===== src/sv/rnd_pkg.sv =====
// ----------------------------------------------------------------------------
// rnd_pkg
// Shared types and constants for the rectangle nest-or-disjoint filter.
// ----------------------------------------------------------------------------
package rnd_pkg;

  localparam int REG_W     = 12;
  localparam int CFG_IDX_W = 1;
  localparam int COUNT_OUT_W = 7;

  localparam logic [CFG_IDX_W-1:0] REG_BOARD_ROWS = 1'b0;
  localparam logic [CFG_IDX_W-1:0] REG_BOARD_COLS = 1'b1;

  typedef enum logic [1:0] {
    ST_IDLE,
    ST_BOUND,
    ST_SCAN,
    ST_DONE
  } rnd_state_t;

endpackage


===== src/sv/rectangle_nest_or_disjoint_filter_top.sv =====
// ----------------------------------------------------------------------------
// rectangle_nest_or_disjoint_filter_top
// Judges candidate rectangles against the board and a list of accepted ones.
// ----------------------------------------------------------------------------
// One request at a time. An accepted request passes through ST_BOUND, then
// ST_SCAN when there is a scan, then ST_DONE, and the next request is taken
// once its result has been loaded into the output register. The scan reads
// and compares one stored rectangle per cycle through a single compare unit,
// so its length grows with the number of rectangles already in the list; the
// longest scan is for a list one short of full. A full list, an empty list or
// a board failure skips the scan, and a failing compare ends the scan at that
// entry. A result waits in an output register, so a new request is taken
// while the previous result is still pending; the following result then waits
// in ST_DONE until out_ready frees the register.
module rectangle_nest_or_disjoint_filter_top
  import rnd_pkg::*;
#(
  parameter int MAX_RECTS  = 64,
  parameter int COORD_BITS = 12
) (
  input  logic                   clk,
  input  logic                   rst,
  input  logic                   cfg_we,
  input  logic [CFG_IDX_W-1:0]   cfg_index,
  input  logic [REG_W-1:0]       cfg_data,
  input  logic                   in_valid,
  output logic                   in_ready,
  input  logic                   first_of_set,
  input  logic [COORD_BITS-1:0]  col_start,
  input  logic [COORD_BITS-1:0]  row_start,
  input  logic [COORD_BITS-1:0]  height,
  input  logic [COORD_BITS-1:0]  width,
  output logic                   out_valid,
  input  logic                   out_ready,
  output logic                   accepted,
  output logic                   store_full,
  output logic [COUNT_OUT_W-1:0] accepted_count
);

  localparam int EW   = COORD_BITS + 2;                      // signed end coordinate
  localparam int CMPW = (EW > REG_W + 1) ? EW : REG_W + 1;   // board compare width
  localparam int CW   = $clog2(MAX_RECTS + 1);
  localparam int AW   = (MAX_RECTS > 1) ? $clog2(MAX_RECTS) : 1;
  localparam int DW   = 2 * COORD_BITS + 2 * EW;

  rnd_state_t state, state_next;

  logic [REG_W-1:0]        board_rows, board_cols;
  logic [COORD_BITS-1:0]   cand_col, cand_row;
  logic signed [EW-1:0]    cand_ecol, cand_erow;
  logic signed [EW-1:0]    in_ecol, in_erow;
  logic [CW-1:0]           count, idx, idx_next;
  logic                    pass, pass_next;
  logic                    full_hit, full_hit_next;

  logic [DW-1:0]           mem [MAX_RECTS];
  logic [DW-1:0]           rd_data;
  logic [AW-1:0]           rd_addr;
  logic                    mem_we;

  logic                    in_take, out_load;
  logic                    board_ok, fits;

  logic [COORD_BITS-1:0]   o_col, o_row;
  logic signed [EW-1:0]    o_ecol, o_erow;
  logic signed [EW-1:0]    c_x0, c_y0, o_x0, o_y0;
  logic [CW-1:0]           count_inc;

  assign in_ready = (state == ST_IDLE);
  assign in_take  = in_valid && in_ready;
  assign out_load = (state == ST_DONE) && (!out_valid || out_ready);
  assign mem_we   = out_load && pass;
  assign count_inc = CW'(count + 1'b1);

  // end = start + span - 1; a zero span gives start - 1
  assign in_ecol = $signed(EW'(col_start) + EW'(width) - EW'(1));
  assign in_erow = $signed(EW'(row_start) + EW'(height) - EW'(1));

  assign board_ok = (CMPW'(cand_ecol) <= $signed(CMPW'(board_cols))) &&
                    (CMPW'(cand_erow) <= $signed(CMPW'(board_rows)));

  assign {o_col, o_row, o_ecol, o_erow} = rd_data;
  assign c_x0 = $signed(EW'(cand_col));
  assign c_y0 = $signed(EW'(cand_row));
  assign o_x0 = $signed(EW'(o_col));
  assign o_y0 = $signed(EW'(o_row));

  // inside, wholly after, or wholly before the stored rectangle
  assign fits = (c_x0 >= o_x0 && cand_ecol <= o_ecol &&
                 c_y0 >= o_y0 && cand_erow <= o_erow) ||
                (c_x0 > o_ecol || c_y0 > o_erow) ||
                (cand_ecol < o_x0 || cand_erow < o_y0);

  always_comb begin
    state_next    = state;
    idx_next      = idx;
    pass_next     = pass;
    full_hit_next = full_hit;
    rd_addr       = '0;
    unique case (state)
      ST_IDLE: begin
        if (in_take) begin
          state_next = ST_BOUND;
        end
      end
      ST_BOUND: begin
        full_hit_next = (count == CW'(MAX_RECTS));
        pass_next     = !full_hit_next && board_ok;
        idx_next      = CW'(1);
        if (!pass_next || count == '0) begin
          state_next = ST_DONE;
        end else begin
          state_next = ST_SCAN;
        end
      end
      ST_SCAN: begin
        // rd_data holds entry idx - 1
        rd_addr = idx[AW-1:0];
        if (!fits) begin
          pass_next  = 1'b0;
          state_next = ST_DONE;
        end else if (idx == count) begin
          state_next = ST_DONE;
        end else begin
          idx_next = CW'(idx + 1'b1);
        end
      end
      ST_DONE: begin
        if (out_load) begin
          state_next = ST_IDLE;
        end
      end
      default: state_next = ST_IDLE;
    endcase
  end

  always_ff @(posedge clk) begin
    if (rst) begin
      state <= ST_IDLE;
    end else begin
      state <= state_next;
    end
  end

  always_ff @(posedge clk) begin
    if (rst) begin
      board_rows <= '1;
      board_cols <= '1;
    end else if (cfg_we) begin
      case (cfg_index)
        REG_BOARD_ROWS: board_rows <= cfg_data;
        REG_BOARD_COLS: board_cols <= cfg_data;
        default: ;
      endcase
    end
  end

  always_ff @(posedge clk) begin
    idx      <= idx_next;
    pass     <= pass_next;
    full_hit <= full_hit_next;
    if (in_take) begin
      cand_col  <= col_start;
      cand_row  <= row_start;
      cand_ecol <= in_ecol;
      cand_erow <= in_erow;
    end
  end

  always_ff @(posedge clk) begin
    if (rst) begin
      count <= '0;
    end else if (in_take && first_of_set) begin
      count <= '0;
    end else if (mem_we) begin
      count <= count_inc;
    end
  end

  always_ff @(posedge clk) begin
    if (mem_we) begin
      mem[count[AW-1:0]] <= {cand_col, cand_row, cand_ecol, cand_erow};
    end
    rd_data <= mem[rd_addr];
  end

  always_ff @(posedge clk) begin
    if (rst) begin
      out_valid <= 1'b0;
    end else if (out_load) begin
      out_valid <= 1'b1;
    end else if (out_ready) begin
      out_valid <= 1'b0;
    end
  end

  always_ff @(posedge clk) begin
    if (out_load) begin
      accepted       <= pass;
      store_full     <= full_hit;
      accepted_count <= pass ? COUNT_OUT_W'(count_inc) : COUNT_OUT_W'(count);
    end
  end

`ifndef ASSERT_OFF
  a_excl_flags: assert property (@(posedge clk) disable iff (rst)
    out_valid |-> !(accepted && store_full))
    else $error("accepted and store_full both set");

  a_count_bound: assert property (@(posedge clk) disable iff (rst)
    count <= CW'(MAX_RECTS))
    else $error("rectangle count above capacity");

  a_count_step: assert property (@(posedge clk) disable iff (rst)
    mem_we |=> count == $past(count_inc))
    else $error("count did not advance on store");

  a_take_start: assert property (@(posedge clk) disable iff (rst)
    in_take |=> state == ST_BOUND)
    else $error("request accepted but check did not start");
`endif

endmodule


===== config.mk =====
export PLATFORM = sky130hd
export DESIGN_NAME = rectangle_nest_or_disjoint_filter_top
export DESIGN_NICKNAME = d
export VERILOG_FILES = /design/src/sv/rnd_pkg.sv /design/src/sv/rectangle_nest_or_disjoint_filter_top.sv
export SDC_FILE = /design/constraint.sdc
export NUM_CORES = 2
export LEC_CHECK = 0
export BUFFER_PORTS_ARGS = -buffer_cell sky130_fd_sc_hd__buf_4
export CORE_ASPECT_RATIO = 1.4
export CORE_MARGIN = 1.5
export CORE_UTILIZATION = 55
export DETAILED_ROUTE_END_ITERATION = 12
export GPL_TIMING_DRIVEN = 0
export PLACE_DENSITY = 0.69
export SYNTH_ARGS = -nofsm -noshare
export SYNTH_HDL_FRONTEND = slang
export SYNTH_SLANG_ARGS = --single-unit
export TNS_END_PERCENT = 100

===== constraint.sdc =====
create_clock -name clk -period 10.2 [get_ports clk]
set_clock_uncertainty 0.1 [all_clocks]
set_input_delay 0.51 -clock clk [delete_from_list [all_inputs] [get_ports clk]]
set_output_delay 0.51 -clock clk [all_outputs]
set_load 0.05 [all_outputs]

## Word level (Yosys, flattened, before mapping)

Memories as Yosys holds them, arrays and structs flattened. A register that Yosys moved wholly into a read port is not among the register bits.
Cells that the tools add are included.

| storage, ports and cells | value |
|---|---|
| bits in registers | 104 |
| bits in writable memories | 3328 |
| bits of input ports | 67 |
| output and inout bits | 11 |
| word-level logic and storage cells | 89 |
| memories kept | 1 |

| cells by class | value |
|---|---|
| add/subtract/negate cells | 6 |
| magnitude comparators | 10 |
| equal/unequal tests | 11 |
| mux-type cells | 17 |
| bitwise operators | 1 |
| reductions and logical operators | 28 |

Memories:

| name | words | bits a word | rd ports | clocked after memory_dff | write ports | RTL line | text |
|---|---|---|---|---|---|---|---|
| mem | 64 | 52 | 1 | 1 | 1 | rectangle_nest_or_disjoint_filter_top.sv:56 | `logic [DW-1:0] mem [MAX_RECTS];` |

Operators with widths:

| kind | number |
|---|---|
| $gt A13 B14 Y1 | 2 |
| $le A14 B13 Y1 | 2 |
| $le A14 B14 Y1 | 2 |
| $lt A14 B13 Y1 | 2 |
| $sub A13 B1 Y14 const B | 2 |
| $add A12 B12 Y13 | 2 |
| $ge A12 B12 Y1 | 2 |
| $mux W7 | 3 |
| $add A7 B1 Y7 const B | 2 |
| $pmux W7 S2 | 1 |
| $logic_and A1 B1 Y1 | 9 |
| $mux W2 | 4 |
| $ne A2 B2 Y1 const B | 4 |
| $pmux W2 S4 | 1 |
| $eq A7 B7 Y1 | 1 |
| $eq A7 B7 Y1 const B | 1 |
| $logic_not A7 Y1 | 1 |
| $logic_or A1 B1 Y1 | 6 |
| $mux W1 | 6 |
| $mux W6 | 1 |
| $reduce_and A2 Y1 | 3 |
| $reduce_and A3 Y1 | 2 |
| $eq A2 B2 Y1 const B | 2 |
| $reduce_bool A2 Y1 | 2 |
| 8 further kinds | 10 |

## Logic depth before layout (Yosys ltp)

| depth | value |
|---|---|
| depth after elaboration | 8 |
| mapped depth | 14 |
| gate-level depth less buffers | 14 |

## Worst setup path before layout

No wires, ideal clock.

| timing | value |
|---|---|
| kind | register to register |
| from | register out_valid |
| to | memory mem[62][0] (netlist bit), enable pin |
| library setup time | 462 ps |
| arrival time | 4043 ps |
| required time | 9638 ps |
| slack | 5595 ps |
| cell stages (with the launch flop) | 8 |
| path buffers | 1 |
| period minus slack after synthesis | 4605 ps |
| cell sequence | dfxtp_1 > nor2b_1 > nor2b_1 > clkbuf_1 > nand2_1 > nor2_1 > nand3_1 > nor2_1 |

| on the way | value |
|---|---|
| word-level cells in the longest chain between the ends | 6 |

Ends and longest elaborated chain:

| item | RTL line | text |
|---|---|---|
| from (decl) | rectangle_nest_or_disjoint_filter_top.sv:33 | `output logic out_valid,` |
| from (signal assigned) | rectangle_nest_or_disjoint_filter_top.sv:189 | `out_valid <= 1'b0;` |
| from (signal assigned) | rectangle_nest_or_disjoint_filter_top.sv:191 | `out_valid <= 1'b1;` |
| from (signal assigned) | rectangle_nest_or_disjoint_filter_top.sv:193 | `out_valid <= 1'b0;` |
| $logic_not A1 Y1 | rectangle_nest_or_disjoint_filter_top.sv:71 | `assign out_load = (state == ST_DONE) && (!out_valid \|\| out_ready);` |
| $logic_or A1 B1 Y1 | rectangle_nest_or_disjoint_filter_top.sv:71 |  |
| $logic_and A1 B1 Y1 | rectangle_nest_or_disjoint_filter_top.sv:71 |  |
| net out_load | rectangle_nest_or_disjoint_filter_top.sv:61 | `logic in_take, out_load;` |
| $logic_and A1 B1 Y1 | rectangle_nest_or_disjoint_filter_top.sv:72 | `assign mem_we = out_load && pass;` |
| $mux W1 | rectangle_nest_or_disjoint_filter_top.sv:181 | `if (mem_we) begin` |
| $mux W1 (not written as such) | rectangle_nest_or_disjoint_filter_top.sv:182 | `mem[count[AW-1:0]] <= {cand_col, cand_row, cand_ecol, cand_erow};` |
| to (decl) | rectangle_nest_or_disjoint_filter_top.sv:56 |  |

The timed path passes the listed nets, and every way through them passes these cells.

## Final worst setup path

| timing | value |
|---|---|
| from | register state[0] |
| to | register rd_data[29], read port of mem |

| on the way | value |
|---|---|
| word-level cells in the longest chain between the ends | 2 |

Ends and longest elaborated chain:

| item | RTL line | text |
|---|---|---|
| from (decl) | rectangle_nest_or_disjoint_filter_top.sv:46 | `rnd_state_t state, state_next;` |
| from (signal assigned) | rectangle_nest_or_disjoint_filter_top.sv:141 | `state <= state_next;` |
| $eq A2 B2 Y1 | rectangle_nest_or_disjoint_filter_top.sv:100 | `unique case (state)` |
| $mux W6 | rectangle_nest_or_disjoint_filter_top.sv:100 |  |
| to (decl) | rectangle_nest_or_disjoint_filter_top.sv:57 | `logic [DW-1:0] rd_data;` |

Every way passes these cells.
A chain may end at the register's enable or synchronous reset.

==> qor.yml <==
outcome: "complete, but fails checks"
violations: "max-capacitance violations, max-slew violations"
final_cell_mix: "3398 x edfxtp_1, 477 x a211oi_1, 460 x nand2_1, 418 x mux4_2"
synthXorXnorAreaFrac: 0.00238
cp.arrival_ns: 7.09
power_leakage_nw: 53.2
synth_cell_types: 53
syn_nets: 7729
fin_crit_sh: 0.630
start_kind: "register"
synth_compound_area_frac: 0.0688
synth-main-ff-cell: "edfxtp_1"
cts_buffers: 319
antenna_found_initial: 30
fp.dieW_um: 423
start_util: 0.554
cts_tree: "built"
hold_violations: 0
synth_mux_area_frac: 0.0998
slowest_stage: "a31oi_1"
cts_sinks: 3484
required_ns: 10.86
layout-drive-gt1-share: 0.177
grt_use_total: 0.327
ios: 78
core_area_mm2: 0.245
die_height_um: 591
critPathKind: "register to register"
grt_pass1_vias: 77209
synth_top_family_by_area: "multiplexers"
synth-edff-count: 3398
htree_levels: 5
hold_class: "input pin to register"
clockBufferDepth: 4
path_cells: "inv_1, ha_1, buf_4, nand3_1, clkbuf_1, clkbuf_1, o22ai_1, a211oi_1, nor3_1, a31oi_1, a211oi_1, a21oi_1"
setup_viol: 0
drt_iter0_drc: 10392
hpwl_um: 293000
drt_wl_total_um: 412000
clk_latency_ns: 0.89
gp_congestion: 0.991
worstSetupEndpointType: "register"
fmax_ghz: 0.156
rsz0062_at_grt: "false"
max-slew-margin-rel: -0.137
synth_fa_ha_area_frac: 0.0164
max-cap-violations: 7
cts_setup_buffers: 0
drv_slew: 31
yosysSeqAreaShare: 0.763
ir_drop_v: 0.000184
period_needed_ns: 6.43
ys_ff_latch: 3484
synth-async-reset-ratio: 0
synthCells: 7485
holdWs_ns: 0.0591
total_power_mw: 39.0
synthesis.area_mm2: 0.136
grt_pass1_wl_um: 572000
avgSynthCellArea_um2: 18.2
final_common_cell: "edfxtp_1"
rows: 215
port_buffers: 76
final_nets: 8437
slowest_delay_ns: 1.14
crit_fanout: 10
syn_to_final_growth_pct: 16.4
via_count: 77461
yosysWarnings: 0
yosys.area_share.simple: 0.0293
grt_max_degree: 54
post_drt_wl_per_cell_um: 35.1
grt.overflow.total: 0
setup_tns_ns: 0
first_pass_iters: 6
root_buffer: "clkbuf_16"
ant_nets: 0
clk_pin_slew_worst_paths_ns: 0.07
viasPerCell: 6.61
drc: 0
die-area_mm2: 0.250
worst_pin_slew_ns: 1.68
power_density_mw_per_mm2: 246
-- what timing repair did --
item	CTS	global route
setup endpoints to repair	0	0
hold endpoints to repair	53	0
hold buffers	42	0
resized for setup	0	0
-- cell type report --
class,instances,area [um2]
flip-flops and latches,3484,104000
fillers,16269,87000
multi-input cells,3330,30000
clock buffers,379,8450
repair buffers,387,7440
well taps,3255,4070
plain buffers,472,2050
clock inverters,189,1820
inverters,199,747
diodes,18,45.0
-- layer usage --
metal | track usage | share of wire | vias to the layer above
met1 | 0.385 | 0.33 | 39717
met3 | 0.0734 | 0.10 | 1139
met4 | 0.243 | 0.089 | 10
met2 | 0.531 | 0.48 | 4604
met5 | 0 | 0.00015 | -
li1 | - | - | 31991
-- where the power goes --
part / total (mW) / switching [mW] / internal, mW
Sequential: 17.2 / 0.402 / 16.8
Clock: 12.0 / 5.28 / 6.73
Combinational: 9.79 / 6.59 / 3.20
Total: 39.0 / 12.3 / 26.7
-- cell usage after synthesis, types with 15 or more instances --
master	number	area share
inv_1	199	0.0055
nor2_1	112	0.0031
a31oi_1	110	0.0051
clkbuf_1	276	0.0076
buf_4	18	0.00099
xnor2_1	23	0.0015
o21ai_0	40	0.0015
nand3_1	19	0.00070
mux2i_1	416	0.031
o22ai_1	416	0.019
buf_1	25	0.00069
edfxtp_1	3398	0.75
a211oi_1	478	0.026
nand2_1	460	0.013
a211o_1	26	0.0017
a311oi_1	102	0.0066
nand4_1	21	0.00097
buf_2	153	0.0056
and3_1	15	0.00069
nor3_1	227	0.0084
ha_1	175	0.016
dfxtp_1	86	0.013
mux4_2	418	0.069
a21oi_1	144	0.0053
-- path summary, 6_finish.rpt --
| path | startpoint | to | slack [ns] | cells after the start |
|---|---|---|---|---|
| max | state[0] | rd_data[29] | 3.77 | 12 |
| min | in_valid | state[1] | 0.06 | 5 |
| max reg2reg | state[0] | rd_data[29] | 3.77 | 12 |
| min reg2reg | board_cols[4] | board_cols[4] | 0.37 | 1 |
-- cell families (layout without fill, tap and decap cells) --
logic type	count (synthesis)	count (layout)
flip-flops	3484	3484
XOR/XNOR	37	37
multiplexers	834	834
other	0	18
AO/OA/AOI/OAI	1370	1370
AND/OR/NAND/NOR	912	912
buffers and inverters	671	1626
adder cells (fa/ha/maj)	177	177
-- critical path: cells and delay by family, from the launching register on --
family | cells | cell delay (ns)
AOI/OAI and AO/OA | 5 | 2.54
adders and majority gates | 1 | 0.37
buffers and inverters | 4 | 1.95
DFF | 1 | 0.44
and+or+nand+nor | 2 | 0.89
-- registers in the layout, indices dropped and copies added (netlist names), 12 cells and up --
register and cells:
mem 3328, rd_data 52, cand_ecol 14, cand_erow 14, board_cols 12, board_rows 12, cand_col 12, cand_row 12
-- per-stage QoR --
stage,std cells,utilization,instance area (um2),worst slack [ns]
detailed placement,11084,0.602,148000,4.39
floorplan,7485,-,136000,5.59
CTS,11694,0.645,158000,4.34
global route,11696,0.645,158000,4.03
global placement,10816,0.573,141000,2.05
finish,11713,0.645,158000,3.77
Power figures use the tool's default switching activity.
